File: src/hw/rtl/rpot_pkg.sv
// Shared types and constants for the row placement occupancy table.
// Holds operation, status, entry-kind and register codes, the controller
// state type and the command and status structs between controller and datapath.
package rpot_pkg;

  // Field widths fixed by the item and register formats.
  localparam int unsigned COORD_W = 32;
  localparam int unsigned SIZE_W  = 31;
  localparam int unsigned PITCH_W = 20;
  localparam int unsigned CFG_IDX_W = 3;

  // Divider operand widths: every dividend the block forms fits in 35 signed bits.
  localparam int unsigned DIV_W  = 35;
  localparam int unsigned QUOT_W = 36;
  localparam int unsigned CMP_W  = 37;

  // Entry kinds as stored in the kind memory.
  localparam logic [1:0] KIND_EMPTY = 2'd0;
  localparam logic [1:0] KIND_OBST  = 2'd1;
  localparam logic [1:0] KIND_CELL  = 2'd2;

  // Configuration register indexes.
  localparam logic [CFG_IDX_W-1:0] CFG_DIE_LEFT    = 3'd0;
  localparam logic [CFG_IDX_W-1:0] CFG_DIE_BOTTOM  = 3'd1;
  localparam logic [CFG_IDX_W-1:0] CFG_DIE_RIGHT   = 3'd2;
  localparam logic [CFG_IDX_W-1:0] CFG_DIE_TOP     = 3'd3;
  localparam logic [CFG_IDX_W-1:0] CFG_SITE_WIDTH  = 3'd4;
  localparam logic [CFG_IDX_W-1:0] CFG_SITE_HEIGHT = 3'd5;

  typedef enum logic [1:0] {
    FN_ADD_OBST = 2'd0,
    FN_CHECK    = 2'd1,
    FN_COMMIT   = 2'd2,
    FN_UNCOMMIT = 2'd3
  } func_e;

  typedef enum logic [2:0] {
    ST_DONE      = 3'd0,
    ST_OFF_GRID  = 3'd1,
    ST_OUTSIDE   = 3'd2,
    ST_OBSTACLE  = 3'd3,
    ST_OVERLAP   = 3'd4,
    ST_NOT_FOUND = 3'd5,
    ST_FULL      = 3'd6,
    ST_NO_ROWS   = 3'd7
  } status_e;

  // Which quotient the shared divider is working on.
  typedef enum logic [2:0] {
    DV_ROWS,
    DV_X,
    DV_Y,
    DV_NEED,
    DV_LAST
  } div_sel_e;

  typedef enum logic [3:0] {
    CS_CLEAR,
    CS_IDLE,
    CS_DIV_START,
    CS_DIV_WAIT,
    CS_PLAN,
    CS_SCAN_RD,
    CS_SCAN_EV,
    CS_POST,
    CS_WR_RD,
    CS_WR_EV,
    CS_FINISH
  } ctrl_state_e;

  typedef struct packed {
    logic     clear_step;
    logic     load_in;
    logic     div_start;
    logic     div_capture;
    div_sel_e div_sel;
    logic     plan;
    logic     scan_eval;
    logic     post;
    logic     wr_eval;
    logic     out_load;
  } ctrl_cmd_t;

  typedef struct packed {
    logic clear_last;
    logic func_add;
    logic div_done;
    logic plan_finish;
    logic last_ent;
    logic last_row;
    logic post_finish;
    logic wr_hit;
    logic out_free;
  } dp_status_t;

endpackage

File: src/hw/rtl/rpot_ctrl.sv
// Sequencing state machine of the occupancy table: clearing pass, divisions,
// planning, row scan and write passes. Depends on rpot_pkg.
module rpot_ctrl (
  input  logic                 clk_i,
  input  logic                 rst_ni,
  input  logic                 in_valid_i,
  output logic                 in_ready_o,
  input  rpot_pkg::dp_status_t status_i,
  output rpot_pkg::ctrl_cmd_t  cmd_o
);

  rpot_pkg::ctrl_state_e state_q, state_d;
  rpot_pkg::div_sel_e    sel_q, sel_d;
  rpot_pkg::div_sel_e    sel_next;

  // Division order: row count, x grid, y grid, then span or last row.
  always_comb begin
    unique case (sel_q)
      rpot_pkg::DV_ROWS: sel_next = rpot_pkg::DV_X;
      rpot_pkg::DV_X:    sel_next = rpot_pkg::DV_Y;
      rpot_pkg::DV_Y:    sel_next = status_i.func_add ? rpot_pkg::DV_LAST : rpot_pkg::DV_NEED;
      default:           sel_next = rpot_pkg::DV_ROWS;
    endcase
  end

  // Next state.
  always_comb begin
    state_d = state_q;
    sel_d   = sel_q;
    unique case (state_q)
      rpot_pkg::CS_CLEAR: begin
        if (status_i.clear_last) state_d = rpot_pkg::CS_IDLE;
      end
      rpot_pkg::CS_IDLE: begin
        if (in_valid_i) begin
          state_d = rpot_pkg::CS_DIV_START;
          sel_d   = rpot_pkg::DV_ROWS;
        end
      end
      rpot_pkg::CS_DIV_START: state_d = rpot_pkg::CS_DIV_WAIT;
      rpot_pkg::CS_DIV_WAIT: begin
        if (status_i.div_done) begin
          if (sel_q == rpot_pkg::DV_NEED || sel_q == rpot_pkg::DV_LAST) begin
            state_d = rpot_pkg::CS_PLAN;
          end else begin
            state_d = rpot_pkg::CS_DIV_START;
            sel_d   = sel_next;
          end
        end
      end
      rpot_pkg::CS_PLAN: begin
        state_d = status_i.plan_finish ? rpot_pkg::CS_FINISH : rpot_pkg::CS_SCAN_RD;
      end
      rpot_pkg::CS_SCAN_RD: state_d = rpot_pkg::CS_SCAN_EV;
      rpot_pkg::CS_SCAN_EV: begin
        state_d = (status_i.last_ent && status_i.last_row) ? rpot_pkg::CS_POST
                                                           : rpot_pkg::CS_SCAN_RD;
      end
      rpot_pkg::CS_POST: begin
        state_d = status_i.post_finish ? rpot_pkg::CS_FINISH : rpot_pkg::CS_WR_RD;
      end
      rpot_pkg::CS_WR_RD: state_d = rpot_pkg::CS_WR_EV;
      rpot_pkg::CS_WR_EV: begin
        state_d = (status_i.wr_hit && status_i.last_row) ? rpot_pkg::CS_FINISH
                                                         : rpot_pkg::CS_WR_RD;
      end
      rpot_pkg::CS_FINISH: begin
        if (status_i.out_free) state_d = rpot_pkg::CS_IDLE;
      end
      default: state_d = rpot_pkg::CS_IDLE;
    endcase
  end

  // Commands to the datapath.
  always_comb begin
    cmd_o             = '0;
    cmd_o.div_sel     = sel_q;
    in_ready_o        = 1'b0;
    unique case (state_q)
      rpot_pkg::CS_CLEAR:     cmd_o.clear_step = 1'b1;
      rpot_pkg::CS_IDLE: begin
        in_ready_o    = 1'b1;
        cmd_o.load_in = in_valid_i;
      end
      rpot_pkg::CS_DIV_START: cmd_o.div_start = 1'b1;
      rpot_pkg::CS_DIV_WAIT:  cmd_o.div_capture = status_i.div_done;
      rpot_pkg::CS_PLAN:      cmd_o.plan = 1'b1;
      rpot_pkg::CS_SCAN_EV:   cmd_o.scan_eval = 1'b1;
      rpot_pkg::CS_POST:      cmd_o.post = 1'b1;
      rpot_pkg::CS_WR_EV:     cmd_o.wr_eval = 1'b1;
      rpot_pkg::CS_FINISH:    cmd_o.out_load = status_i.out_free;
      default: ;
    endcase
  end

  always_ff @(posedge clk_i or negedge rst_ni) begin
    if (!rst_ni) begin
      state_q <= rpot_pkg::CS_CLEAR;
      sel_q   <= rpot_pkg::DV_ROWS;
    end else begin
      state_q <= state_d;
      sel_q   <= sel_d;
    end
  end

endmodule

File: config.mk
export PLATFORM = sky130hd
export DESIGN_NAME = rpot_ctrl
export DESIGN_NICKNAME = d
export VERILOG_FILES = /design/src/hw/rtl/rpot_pkg.sv /design/src/hw/rtl/rpot_ctrl.sv
export SDC_FILE = /design/constraint.sdc
export NUM_CORES = 1
export LEC_CHECK = 0
export BUFFER_PORTS_ARGS = -buffer_cell sky130_fd_sc_hd__buf_2
export CAP_MARGIN = 5
export CORE_MARGIN = 2
export CORE_UTILIZATION = 35
export CTS_CLUSTER_DIAMETER = 150
export DETAILED_ROUTE_END_ITERATION = 16
export SLEW_MARGIN = 10
export SYNTH_ARGS = -nofsm -noshare
export SYNTH_HDL_FRONTEND = slang
export SYNTH_SLANG_ARGS = --single-unit
File: constraint.sdc
create_clock -name clk_i -period 1.9 [get_ports clk_i]
set_input_delay 0.38 -clock clk_i [delete_from_list [all_inputs] [get_ports clk_i]]
set_output_delay 0.38 -clock clk_i [all_outputs]
set_load 0.005 [all_outputs]
==> results of run 1 <==
## final cells by class
type	instances	area, µm²	area share
multi-input cells	61	389	0.487
flip-flops and latches	7	180	0.226
repair buffers	28	153	0.191
well taps	25	31.3	0.0392
clock buffers	4	26.3	0.0329
inverters	5	18.8	0.0235
## path summary, 6_finish.rpt
check | from | cells after the start | slack [ns] | end
max in group asynchronous | rst_ni | 2 | 1.26 | state_q[3]
min in group asynchronous | rst_ni | 2 | 0.48 | sel_q[2]
max | state_q[2] | 5 | 0.15 | cmd_o[10]
min reg2reg | sel_q[2] | 1 | 0.58 | sel_q[1]
max reg2reg | state_q[0] | 5 | 0.43 | state_q[1]
min | status_i[7] | 3 | 0.40 | sel_q[2]
## state kept, by name, indices dropped and copies added (netlist names)
name     flops
sel_q        3
state_q      4
## cells in the mapped netlist, types with 2 or more instances
master    number  area, µm²
o211ai_1       5       37.5
o21ai_1        4       20.0
nand3_1        2       10.0
inv_2          2       7.51
nand2b_1       4       25.0
buf_2          4       20.0
nand2_1        8       30.0
dfrtp_1        7        175
nor2_1         6       22.5
a31oi_1        3       18.8
a21oi_1        6       30.0
o21ai_0        2       10.0
nor4_1         3       18.8
inv_1          3       11.3
nor3_1         4       20.0
## stage by stage
stage | setup WS (ns) | instances | hold slack (ns) | utilization | area, µm²
after floorplan | 0.514 | 80 | 0.0844 | - | 623
after global placement | 0.294 | 125 | 0.215 | 0.442 | 754
after detailed placement | 0.246 | 125 | 0.214 | 0.442 | 754
after CTS | 0.0652 | 130 | 0.394 | 0.464 | 792
after global routing | 0.0263 | 130 | 0.404 | 0.467 | 798
final | 0.146 | 130 | 0.401 | 0.467 | 798
## metal layers
metal | vias up | global-route usage | part of all wire
met5 | - | 0 | 0
li1 | 346 | - | -
met3 | 4 | 0.0588 | 0.075
met4 | 0 | 0.0857 | 0.019
met1 | 305 | 0.187 | 0.41
met2 | 30 | 0.247 | 0.49
## worst register-to-register path, delay by kind of cell (launching register included)
kind	cells	cell delay (ns)
compound gates	3	0.52
simple gates	2	0.32
flops	1	0.52
## report_power, final
part,switching (mW),internal (mW)
registers,0.138,0.202
clock network,0.0532,0.0800
logic,0.237,0.234
total,0.428,0.515
## repair_timing
| item | 4_1_cts | 5_1_grt |
|---|---|---|
| gates resized for setup | 1 | 4 |
| endpoints found under the hold margin | 7 | 0 |
| hold buffers | 1 | 0 |
| cloned | 0 | 0 |
| setup endpoints to repair | 1 | 2 |
## cells by family after synthesis
group | after synthesis | synth area share
flip-flops | 7 | 0.281
AO/OA/AOI/OAI | 26 | 0.279
buffers and inverters | 12 | 0.0984
AND/OR/NAND/NOR | 35 | 0.341
==> impl_metrics.ini, run 1 <==
[power_and_ir_drop]
total_power_uw = 944
max-vdd-ir-drop_mv = 0.525
static-leakage-power_nw = 0.361
pwr_density_cell_mw_per_mm2 = 1180

[layout]
layout.cells.most_common_list = buf_2, nand2_1, a21oi_1
layout_commonest_cell = buf_2
diodes = 0
area_growth_syn_to_layout_pct = 28.1
drive_above_1_share = 0.390
final_nets = 118
number_of_inserted_filler_cells_in_the_final_layout = 184

[timing]
fin_crit_sh = 0.923
grt_setup_unrepaired = no
final_max_slew_viol_count = 0
timing.slew.headroom = 0.790
setup_viol = 0
worst_clock_skew_ns = 0.00182
fmaxAchievable_mhz = 570
finalHoldViolCount = 0
worstMarginPinSlew_ns = 0.315
period_needed_ns = 1.75
finalSetupTns_ns = 0

[critical_path]
critical_path_class = reg2out
worst-path-buf-inv = 2
critical_path_capture_point_type = output pin
worst-path-max-fanout = 10
worst_setup_path_start_kind = flip-flop
cp.required_ns = 1.52
data_arrival_critical_path_ns = 1.37
critPathSlowestCell = dfrtp_2
critical_path.cell_chain = nor2_2 > and3_1 > nand2_1 > inv_1 > buf_2
timing.critical_path.slowest_cell_delay_ns = 0.48
critical_path.top_delay_family = simple AND/OR/NAND/NOR gates

[synth]
synth_enable_flop_cells = 0
synth_area_per_cell_um2 = 7.79
synthesized_area_um2 = 623
post_synthesis_register_bit_count = 7
yosysSeqAreaShare = 0.281
post_synth_num_cell_types = 32
yosysWarningCount = 0
netlist_instances = 80
async_reset_ff_frac = 1.00
mappedNetlistNets = 92
ys.flop_type = dfrtp_1

[min_path]
worst_hold_path_type = in2reg

[global_route]
antenna_found_initial = 0
globalRouteOverflowTotal = 0
first_global_vias = 549
maximum_number_of_pins_on_one_net_before_global_route_repair = 19
grt_usage = 0.159
grt_pass1_wl_um = 2330

[cts]
numCtsBuffers = 3
cts_tree = done
cts_buffer_depth = 2
clk_root_buffer_cell = clkbuf_4
tritoncts_num_sinks = 7
clkSlewWorstSetupHoldPaths_ns = 0.05
worstSkewPairLatency_ns = 0.25
htree_levels = 1
post_cts.repair.setup_buffers = 0

[floorplanning]
io-pin-count = 25
initial_core_util = 0.365
die_y_um = 46.2
rows = 15
die_width_um = 46.2
coreArea_mm2 = 0.00171
fp.dieArea_mm2 = 0.00213

[detailed_routing]
detailed_route_vias_per_instance = 5.27
drt-pass1-iter-count = 4
totalWireLength_um = 1510
drt_iter0_markers = 13
drc = 0
avgRoutedWirePerCell_um = 11.6
route.antenna.remaining_nets = 0
total_via_count_in_the_routed_design = 685

[flow_run]
max_cap_viol_count = 0

[placed_design]
place_hpwl_um = 1120
io_buffers = 24
gpl.final_weighted_congestion = 0.817

[status]
status = complete, no violations
(Power assumes the default switching activity.)
==> inputs of run 2 (changes only) <==
--- a/config.mk
+++ b/config.mk
@@ -5,6 +5,7 @@
 export SDC_FILE = /design/constraint.sdc
 export NUM_CORES = 1
 export LEC_CHECK = 0
+export ABC_AREA = 1
 export BUFFER_PORTS_ARGS = -buffer_cell sky130_fd_sc_hd__buf_2
 export CAP_MARGIN = 5
 export CORE_MARGIN = 2
==> run 2 against run 1 <==
Non-clock buffer count fell by 3. Core utilization is 1.6 points higher. Synthesized cell count grew 30%. Maximum frequency rose by 2.1%. Sequential cell count stayed put. Setup slack gained 0.035 ns. Wire length shrank 4.0%. Global-route usage shrank 0.55 points. Final area rose by 5.8%. Power increased by 8.9%. Clock power hardly changed. Critical endpoint unchanged. Largest cell class unchanged.
==> impl_metrics.ini, run 2 <==
[min_path]
worst_hold_path_type = in2reg
hold_path_depth = 3
hold_end = sel_q[2]
start_point_of_the_worst_min_delay_path = status_i[7]

[flow_run]
max_cap_viol_count = 0

[critical_path]
critical_path_class = reg2out
timing.critical_path.slowest_cell_delay_ns = 0.41
critical_path.cell_chain = inv_1 > nand2_2 > nor2_4 > inv_1 > nor2_1 > buf_2
worst-path-buf-inv = 3
worst_setup_path_start_kind = flip-flop
cp.required_ns = 1.52
worst-path-max-fanout = 4
data_arrival_critical_path_ns = 1.34
r2r_depth = 7
critPathSlowestCell = dfrtp_1
critical_path.most_common_cell = inv_1
regToRegStartpoint = state_q[0]
critical_path.top_delay_family = flip-flops
critical_path_capture_point_type = output pin
regToRegEndpoint = state_q[1]
regToRegSetupSlack_ns = 0.55

[global_route]
globalRouteOverflowTotal = 0
grt_usage = 0.153
antenna_found_initial = 0
maximum_number_of_pins_on_one_net_before_global_route_repair = 8
first_global_vias = 597
grt_pass1_wl_um = 2430

[placed_design]
place_hpwl_um = 1230
io_buffers = 24
gpl.final_weighted_congestion = 0.818

[floorplanning]
fp.dieArea_mm2 = 0.00224
rows = 15
die_width_um = 47.3
initial_core_util = 0.376
io-pin-count = 25
die_y_um = 47.3
coreArea_mm2 = 0.00175

[cts]
clk_root_buffer_cell = clkbuf_4
tritoncts_num_sinks = 7
clkSlewWorstSetupHoldPaths_ns = 0.05
numCtsBuffers = 3
ctsHoldBuffers = 1
cts_buffer_depth = 2
post_cts.repair.setup_buffers = 0
ctsResizeCount = 0
htree_levels = 1
worstSkewPairLatency_ns = 0.25
cts_tree = done

[synth]
post_synth_most_frequent_cells = nand2_1, inv_1, nor2_1, nand3_1, dfrtp_1
synth_area_per_cell_um2 = 6.32
synth_largest_type_area_fraction = 0.267
ys.flop_type = dfrtp_1
post_synth_num_cell_types = 20
post-synth-top-count-cell = nand2_1
mappedNetlistNets = 116
ys_top_cells_by_area = dfrtp_1, nand2_1, inv_1
netlist_instances = 104
synthesized_area_um2 = 657
post_synthesis_register_bit_count = 7
yosysWarningCount = 0
synth_enable_flop_cells = 0
async_reset_ff_frac = 1.00
post-synth-top-area-cell = dfrtp_1
yosysSeqAreaShare = 0.267

[detailed_routing]
detailed_route_vias_per_instance = 4.40
totalWireLength_um = 1450
total_via_count_in_the_routed_design = 695
route.antenna.remaining_nets = 0
drt_iter0_markers = 6
drc = 0
avgRoutedWirePerCell_um = 9.16
drt-pass1-iter-count = 8

[timing]
final_max_slew_viol_count = 0
worstMarginPinSlew_ns = 0.262
setup_viol = 0
timing.slew.headroom = 0.825
finalSetupTns_ns = 0
period_needed_ns = 1.72
grt_setup_unrepaired = no
fin_crit_sh = 0.904
worst_clock_skew_ns = 0.000985
fmaxAchievable_mhz = 582
finalHoldViolCount = 0

[layout]
final_nets = 146
number_of_inserted_filler_cells_in_the_final_layout = 197
layout.cells.most_common_list = nand2_1, buf_2, inv_1
diodes = 0
largest_reg_flops = 4
layout_commonest_cell = nand2_1
drive_above_1_share = 0.361
max_flop_register = state_q
reg.largest.list = state_q x4, sel_q x3
area_growth_syn_to_layout_pct = 28.6

[power_and_ir_drop]
static-leakage-power_nw = 0.499
pwr_density_cell_mw_per_mm2 = 1220
total_power_mw = 1.03
max-vdd-ir-drop_mv = 0.605

[status]
status = complete, no violations
run 2: cell types whose count changed in the layout (fill, tap and decap cells not counted), moves of 5 or more:
cell	previous run	this run
nand2_1	8	29
nand3_1	2	9
o211ai_1	5	0
inv_1	3	16
nor2_2	1	6
nor2_1	5	10
nand2_2	0	5
run 2: cells by family after synthesis:
kind of cell           share of synthesized area
and+or+nand+nor                            0.524
buffers and inverters                      0.112
AOI/OAI and AO/OA                         0.0971
DFF                                        0.267
run 2: worst reg2reg max path, cell delays in order, from the launching register on:
cell and delay, ns:
dfrtp_1 0.46, nor2_2 0.24, nand2_2 0.08, or2_1 0.23, nand2_2 0.08, nor2_2 0.05
nand2_1 0.07, nand2_1 0.04
run 2: how the worst max path moves through the flow:
| stage | endpoint | from | cells past startpoint | slack, ns |
|---|---|---|---|---|
| final | cmd_o[10] | state_q[3] | 6 | 0.18 |
| after global routing | cmd_o[0] | state_q[1] | 5 | 0.06 |
| after CTS | cmd_o[10] | state_q[3] | 6 | 0.17 |
| after detailed placement | cmd_o[10] | state_q[3] | 6 | 0.45 |
| after global placement | cmd_o[10] | state_q[1] | 6 | 0.48 |
| after floorplan | cmd_o[10] | state_q[3] | 5 | 0.58 |
run 2: routing by layer:
layer | vias to the layer above | global-route usage | wire, µm
li1 | 377 | - | -
met1 | 306 | 0.228 | 759
met2 | 12 | 0.216 | 658
met3 | 0 | 0.0346 | 28
met4 | 0 | 0.0500 | 0
met5 | - | 0 | 0
run 2: area by class of cell:
type / count / area (µm²) / share of cell area
Multi-Input combinational cell: 78 / 408 / 0.483
Clock buffer: 4 / 26.3 / 0.0311
Timing Repair Buffer: 25 / 130 / 0.154
Inverter: 19 / 73.8 / 0.0874
Sequential cell: 7 / 175 / 0.207
Tap cell: 25 / 31.3 / 0.0370
run 2: where the power goes:
part | internal, mW | switching [mW] | total [mW]
registers | 0.192 | 0.0745 | 0.266
clock network | 0.0800 | 0.0524 | 0.132
logic | 0.247 | 0.382 | 0.629
total | 0.519 | 0.509 | 1.03
run 2: through the flow:
| step | setup slack (ns) | util | cells | hold slack, ns | area [µm²] |
|---|---|---|---|---|---|
| 3_5_place_dp | 0.447 | 0.463 | 153 | 0.213 | 808 |
| 5_1_grt | 0.0564 | 0.484 | 158 | 0.439 | 845 |
| 3_3_place_gp | 0.477 | 0.463 | 153 | 0.216 | 808 |
| 6_report | 0.182 | 0.484 | 158 | 0.427 | 845 |
| 2_1_floorplan | 0.581 | - | 104 | 0.0844 | 657 |
| 4_1_cts | 0.168 | 0.484 | 158 | 0.416 | 845 |
